File: src/hdl/pps_pkg.sv
// Shared types and constants for the pipelined prime sieve.
// No dependencies; every other file of the block refers to this package.
`default_nettype none

package pps_pkg;

   // Fixed width of the candidate and prime fields on the ports
   localparam int CANDIDATE_BITS = 16;
   // Widest value the cells can be built for
   localparam int MAX_VALUE_BITS = 32;

   // Flags that travel with a candidate from cell to cell
   typedef struct packed {
      logic valid;   // slot holds a word
      logic live;    // candidate is two or more
      logic clear;   // empty every cell this word passes
      logic hit;     // some stored prime divides the candidate
      logic stored;  // candidate already kept in a cell
   } tok_flags_type;

   // Control broadcast from the slot sequencer to every cell
   typedef struct packed {
      logic step;     // one remainder bit this cycle
      logic advance;  // hand every word to the next cell
   } cell_ctl_type;

endpackage

`default_nettype wire

File: src/hdl/pps_cell.sv
// One filter cell of the prime sieve chain: holds at most one prime and tests
// the passing word against it with a bit-serial restoring remainder. Uses pps_pkg.
`default_nettype none

module pps_cell #(
   parameter int VALUE_BITS = 16
) (
   input  wire logic                     clock,
   input  wire logic                     reset,
   input  wire pps_pkg::cell_ctl_type    ctl,
   input  wire pps_pkg::tok_flags_type   flags_in,
   input  wire logic [VALUE_BITS-1:0]    value_in,
   output pps_pkg::tok_flags_type        flags_out,
   output logic [VALUE_BITS-1:0]         value_out
);

   pps_pkg::tok_flags_type  flags_ff;
   logic                    occ_ff, occ_in;
   logic [VALUE_BITS-1:0]   value_ff;
   logic [VALUE_BITS-1:0]   div_ff;
   logic [VALUE_BITS-1:0]   rem_ff, rem_in;
   logic [VALUE_BITS-1:0]   prime_ff;

   logic [VALUE_BITS:0]     trial;
   logic [VALUE_BITS:0]     prime_ext;
   logic [VALUE_BITS:0]     diff;
   logic                    occ_eff;
   logic                    active;
   logic                    divides;
   logic                    store_here;

   always_comb begin
      trial     = {rem_ff, div_ff[VALUE_BITS-1]};
      prime_ext = {1'b0, prime_ff};
      diff      = trial - prime_ext;
      if (trial >= prime_ext) begin
         rem_in = diff[VALUE_BITS-1:0];
      end else begin
         rem_in = trial[VALUE_BITS-1:0];
      end

      // a clear riding on this word empties the cell before the word is tested
      occ_eff    = occ_ff & ~flags_ff.clear;
      active     = flags_ff.valid & flags_ff.live & ~flags_ff.hit & ~flags_ff.stored;
      divides    = active & occ_eff & (rem_ff == '0);
      store_here = active & ~occ_eff;

      flags_out        = flags_ff;
      flags_out.hit    = flags_ff.hit | divides;
      flags_out.stored = flags_ff.stored | store_here;
      value_out        = value_ff;

      occ_in = occ_ff;
      if (flags_ff.valid) begin
         occ_in = occ_eff | store_here;
      end
   end

   always_ff @(posedge clock) begin
      if (reset) begin
         flags_ff <= '0;
         occ_ff   <= 1'b0;
      end else if (ctl.advance) begin
         flags_ff <= flags_in;
         occ_ff   <= occ_in;
      end
   end

   always_ff @(posedge clock) begin
      if (ctl.advance) begin
         value_ff <= value_in;
         div_ff   <= value_in;
         rem_ff   <= '0;
         if (store_here) begin
            prime_ff <= value_ff;
         end
      end else if (ctl.step) begin
         div_ff <= {div_ff[VALUE_BITS-2:0], 1'b0};
         rem_ff <= rem_in;
      end
   end

endmodule

`default_nettype wire

File: config.mk
export PLATFORM = sky130hd
export DESIGN_NAME = pps_cell
export DESIGN_NICKNAME = d
export VERILOG_FILES = /design/src/hdl/pps_pkg.sv /design/src/hdl/pps_cell.sv
export SDC_FILE = /design/constraint.sdc
export NUM_CORES = 1
export LEC_CHECK = 0
export BUFFER_PORTS_ARGS = -buffer_cell sky130_fd_sc_hd__clkbuf_2
export CAP_MARGIN = 20
export CORE_UTILIZATION = 57
export DETAILED_ROUTE_END_ITERATION = 16
export PLACE_DENSITY = 0.79
export SLEW_MARGIN = 20
export SYNTH_ARGS = -nofsm -noshare
export SYNTH_HDL_FRONTEND = slang
export SYNTH_SLANG_ARGS = --single-unit
File: constraint.sdc
create_clock -name clock -period 2.92 [get_ports clock]
set_clock_uncertainty 0.2 [all_clocks]
set_input_delay 0.438 -clock clock [delete_from_list [all_inputs] [get_ports clock]]
set_output_delay 0.438 -clock clock [all_outputs]
set_load 0.005 [all_outputs]
# Word level (Yosys, flattened, before mapping)
# Cells that the tools add are included.
[totals] elab_cells=33 ff_bits=70 out_inout_bits=21
[op_classes] n_lt_le_gt_ge=1 muxes=3 n_reduce_logical=4 n_addsub=1 bitwise_logic=14
[ops] op="16-bit 2-to-1 mux" count=3
[ops] op="17-bit by 16-bit greater-or-equal comparator with 1-bit output" count=1
[ops] op="16-bit logical NOT" count=1
[ops] op="16-bit subtractor" count=1
[ops] op="1-bit AND" count=7
[ops] op="1-bit NOT" count=4
[ops] op="2-bit AND reduction" count=2
[ops] op="1-bit OR" count=3
[ops] op="2-bit nonzero test" count=1

# Depth between registers and ports, before layout
[logic_depth] ltp_word=6 depth_mapped=11 depth_no_buf=11

# Worst setup path before layout
# No wires, ideal clock.
[synth_path] path_kind="reg2reg" from="reg div_ff[15]" to="reg rem_ff[10]" t_required_ns=2.634 slack_ns=0.404 synth_period_minus_slack_ns=2.516 arrival_time_ns=2.230 path_stages_with_launch=12 path_cell_list="edfxtp_1 -> inv_1 -> ha_1 -> inv_1 -> fa_1 -> a21o_1 -> a221oi_2 -> o21ai_0 -> a21oi_1 -> xnor2_1 -> mux2i_1 -> a211oi_1"
[synth_between] elab_chain_len=2 elab_cells_between_ends=3 classes_between="add/sub (1); order compare (1); mux (1)"
[synth_lines] item="from (decl)" line="pps_cell.sv:20" rtl="logic [VALUE_BITS-1:0] div_ff;"
[synth_lines] item="from (signal assigned)" line="pps_cell.sv:72" rtl="div_ff <= value_in;"
[synth_lines] item="from (signal assigned)" line="pps_cell.sv:78" rtl="div_ff <= {div_ff[VALUE_BITS-2:0], 1'b0};"
[synth_lines] item="16-bit subtractor / 17-bit by 16-bit greater-or-equal comparator with 1-bit output (equally long branches)" line="pps_cell.sv:35, pps_cell.sv:36"
[synth_lines] item="16-bit 2-to-1 mux (*)" line="pps_cell.sv:36" rtl="if (trial >= prime_ext) begin"
[synth_lines] item="to (signal assigned)" line="pps_cell.sv:79" rtl="rem_ff <= rem_in;"
[synth_lines] item="to (decl)" line="pps_cell.sv:21" rtl="logic [VALUE_BITS-1:0] rem_ff, rem_in;"
# Every way passes the cells marked *; elsewhere a longest branch is shown, timed or not.
# A chain may end at the register's enable or synchronous reset.

# Final worst setup path
[layout_path] from="reg div_ff[15]" to="reg rem_ff[12]"
# The elaborated chain is that of the path after synthesis.

==> results.sh <==
export IMPL_status="complete, no violations"
export IMPL_yosys_most_used_dff="edfxtp_1"
export IMPL_clock_sinks=70
export IMPL_port_buffers=45
export IMPL_min_period_ps=2690
export IMPL_htree_levels=3
export IMPL_path_common_cell="inv_1"
export IMPL_yosysTopAreaCellShare_pct=41.0
export IMPL_grt_overflow=0
export IMPL_criticalPathCategory="register to register"
export IMPL_swShare_pct=23.6
export IMPL_drive_above_1_share_pct=26.4
export IMPL_rows=28
export IMPL_antennaDiodeCount=0
export IMPL_synth_cells=296
export IMPL_r2r_end="rem_ff[12]"
export IMPL_p_seq_share_pct=49.7
export IMPL_whs_path_depth=1
export IMPL_yosysWarnings=0
export IMPL_cp_slowest_cell="fa_1"
export IMPL_die_height_um=80.6
export IMPL_p_comb_share_pct=12.4
export IMPL_clkPwrFrac_pct=37.9
export IMPL_clkTransAtPathRegs_ps=80
export IMPL_dp_cells=409
export IMPL_synth_edf_count=48
export IMPL_ys_ff_latch=70
export IMPL_stdcell_count=427
export IMPL_detail_route_antenna_nets=0
export IMPL_via_per_inst=5.89
export IMPL_holdPathEnd="value_out[14]"
export IMPL_drt_iter0_drc=186
export IMPL_slew_headroom_pct=54.7
export IMPL_wirelength_um=6840
export IMPL_hold_slack_ps=85.4
export IMPL_maxCapViolCount=0
export IMPL_r2r_setup_slack_ps=230
export IMPL_first_pass_iters=6
export IMPL_hold_viol_final=0
export IMPL_cts_tree="built"
export IMPL_synth_nets=338
export IMPL_core_area_mm2=0.00596
export IMPL_rsz0062_at_grt="false"
export IMPL_p_int_mw=1.79
export IMPL_clkLatencyLatePin_ps=340
export IMPL_ys_async_sr_fraction_pct=0
export IMPL_grt_pass1_wl_um=11000
export IMPL_fmax_mhz=371
export IMPL_cts_made_buffers=9
export IMPL_cp_cell_sequence="inv_1 -> ha_1 -> inv_1 -> fa_1 -> a21o_1 -> a221oi_4 -> o311ai_0 -> a21oi_1 -> xor2_1 -> o31ai_1"
export IMPL_place_congestion=0.851
export IMPL_drc_errors=0
export IMPL_final_period_utilization_pct=92.2
export IMPL_start_kind="register"
export IMPL_cts_buffer_depth=2
export IMPL_finalInstanceArea_mm2=0.00406
export IMPL_syn_area_mm2=0.00352
export IMPL_avgSynthCellArea_um2=11.9
export IMPL_die_w_um=80.6
export IMPL_r2r_start="div_ff[15]"
export IMPL_cts_root_buf="clkbuf_8"
export IMPL_p_leak_nw=1.76
export IMPL_nNetsFinal=389
export IMPL_grt_pass1_vias=2425
export IMPL_area_growth_pct=15.3
export IMPL_worst_ep_arrival_time_ps=2720
export IMPL_yosys_area_top_type="edfxtp_1"
export IMPL_place_area_mm2=0.00380
export IMPL_synth_cell_type_count=53
export IMPL_worst_pin_slew_ps=680
export IMPL_reg2reg_depth=10
export IMPL_grt_max_degree=36
export IMPL_tns_ps=0
export IMPL_antenna_found_initial=0
export IMPL_grt_usage_pct=22.9
export IMPL_die_area_mm2=0.00649
export IMPL_required_ps=2950
export IMPL_crit_path_max_fanout=6
export IMPL_vias=2514
export IMPL_hpwl_um=4910
export IMPL_setup_violations_final=0
export IMPL_slew_violations=0
export IMPL_initial_core_util_pct=59.1
export IMPL_p_per_area_mw_per_mm2=577
export IMPL_ir_worst_vdd_uv=525
export IMPL_seq_area_frac_synth_pct=53.5
export IMPL_cp_end_kind="register"
export IMPL_power_switching_uw=552
export IMPL_routedWlPerCell_um=16.0
export IMPL_synth_area_leaders="edfxtp_1, dfxtp_1, ha_1, mux2_2, mux2i_1"
export IMPL_slowest_delay_ps=410
export IMPL_worstHoldPathType="primary input to register"
export IMPL_hp_start="value_in[14]"
export IMPL_ioPinCount=46
[cells in the final DEF, fill, tap and decap left out, types with 2 or more instances in the layout]
cell type   n
mux2i_1    15
o21ai_1     3
clkbuf_8   11
buf_4       7
nand2b_1    2
nor3_1      2
a22oi_1     2
or4_1       2
xnor2_1     6
dfxtp_1    22
clkbuf_2   45
nor4_1      3
ha_1       16
nand2_1    10
bufinv_16   2
o21ai_0     4
nor2_1     26
a21o_1      8
and3_1      4
mux2_2     15
and2_1      3
a211oi_1    9
a21oi_1    17
o31ai_1     7
nand3_1     5
a32oi_1     5
inv_1      22
xor2_1      5
edfxtp_1   48
[cell usage after synthesis, types with 2 or more instances]
| master | number |
|---|---|
| edfxtp_1 | 48 |
| nor2_1 | 26 |
| dfxtp_1 | 22 |
| inv_1 | 22 |
| a21oi_1 | 17 |
| ha_1 | 16 |
| mux2_2 | 15 |
| mux2i_1 | 15 |
| nand2_1 | 10 |
| a211oi_1 | 9 |
| a21o_1 | 8 |
| o31ai_1 | 7 |
| xnor2_1 | 6 |
| a32oi_1 | 5 |
| nand3_1 | 5 |
| xor2_1 | 5 |
| and3_1 | 4 |
| buf_4 | 4 |
| clkbuf_1 | 4 |
| o21ai_0 | 4 |
| and2_1 | 3 |
| nor4_1 | 3 |
| o21ai_1 | 3 |
| a22oi_1 | 2 |
| buf_1 | 2 |
| nand2b_1 | 2 |
| nor3_1 | 2 |
| or4_1 | 2 |
[through the flow]
stage / utilization (%) / worst slack, ps / power [mW]
detailed placement: 63.8 / 138 / 1.47
finish: 68.1 / 227 / 2.34
global placement: 63.8 / 193 / 1.46
CTS: 67.7 / 106 / 2.35
floorplan: - / 404 / 1.37
global route: 68.1 / 25.4 / 2.43
[power groups by stage]
stage | sequential, mW | clock (mW) | combinational [mW]
floorplan | 1.18 | 0 | 0.196
global placement | 1.18 | 0 | 0.273
detailed placement | 1.19 | 0 | 0.280
CTS | 1.16 | 0.908 | 0.282
global route | 1.17 | 0.941 | 0.317
finish | 1.16 | 0.889 | 0.289
[final cells by class]
class,count,area [um2]
fill,433,1900
sequential,70,1880
multi-input combinational,192,1490
timing repair buffer,52,278
clock buffer,11,151
tap,75,93.8
inverter,22,82.6
clock inverter,5,81.3
[kinds of logic (layout without fill, tap and decap cells)]
| kind of cell | count (synthesis) | in the layout | share of synthesized area (%) |
|---|---|---|---|
| fa+ha+maj | 17 | 17 | 6.26 |
| buf+inv | 34 | 90 | 4.55 |
| compound gates | 68 | 68 | 14.4 |
| flops | 70 | 70 | 53.5 |
| xor+xnor | 11 | 11 | 2.74 |
| simple gates | 65 | 65 | 9.24 |
| mux | 31 | 31 | 9.38 |
[metal layers]
| layer | track usage [%] | vias up | wire, um |
|---|---|---|---|
| met3 | 6.02 | 18 | 451 |
| li1 | - | 1206 | - |
| met1 | 28.6 | 1194 | 2960 |
| met2 | 35.7 | 96 | 3250 |
| met5 | 0 | - | 0 |
| met4 | 13.6 | 0 | 176 |
[worst max-delay path by stage]
stage / start / depth (start not counted) / slack (ps) / to
2_1_floorplan: div_ff[15] / 11 / 400 / rem_ff[10]
3_3_place_gp: rem_ff[3] / 9 / 190 / rem_ff[1]
3_5_place_dp: div_ff[15] / 11 / 140 / rem_ff[10]
4_1_cts: rem_ff[3] / 9 / 110 / rem_ff[1]
5_1_grt: div_ff[15] / 11 / 30 / rem_ff[10]
6_report: div_ff[15] / 10 / 230 / rem_ff[12]
[sequential cells by signal, indices dropped and copies added (netlist names)]
signal,cells
div_ff,16
flags_ff,2
flags_out,3
occ_ff,1
prime_ff,16
rem_ff,16
value_out,16
[timing repair]
item,CTS,global route
hold buffers,0,0
setup endpoints to repair,0,3
buffers inserted,0,2
gates resized for setup,0,1
[critical path, delay by kind of cell, from the launching register on]
family	cells	cell delay [ps]
flops	1	380
fa+ha+maj	2	550
xor+xnor	1	90
buf+inv	2	160
compound gates	5	1220
Note: power is estimated with default switching activity, not from simulation.
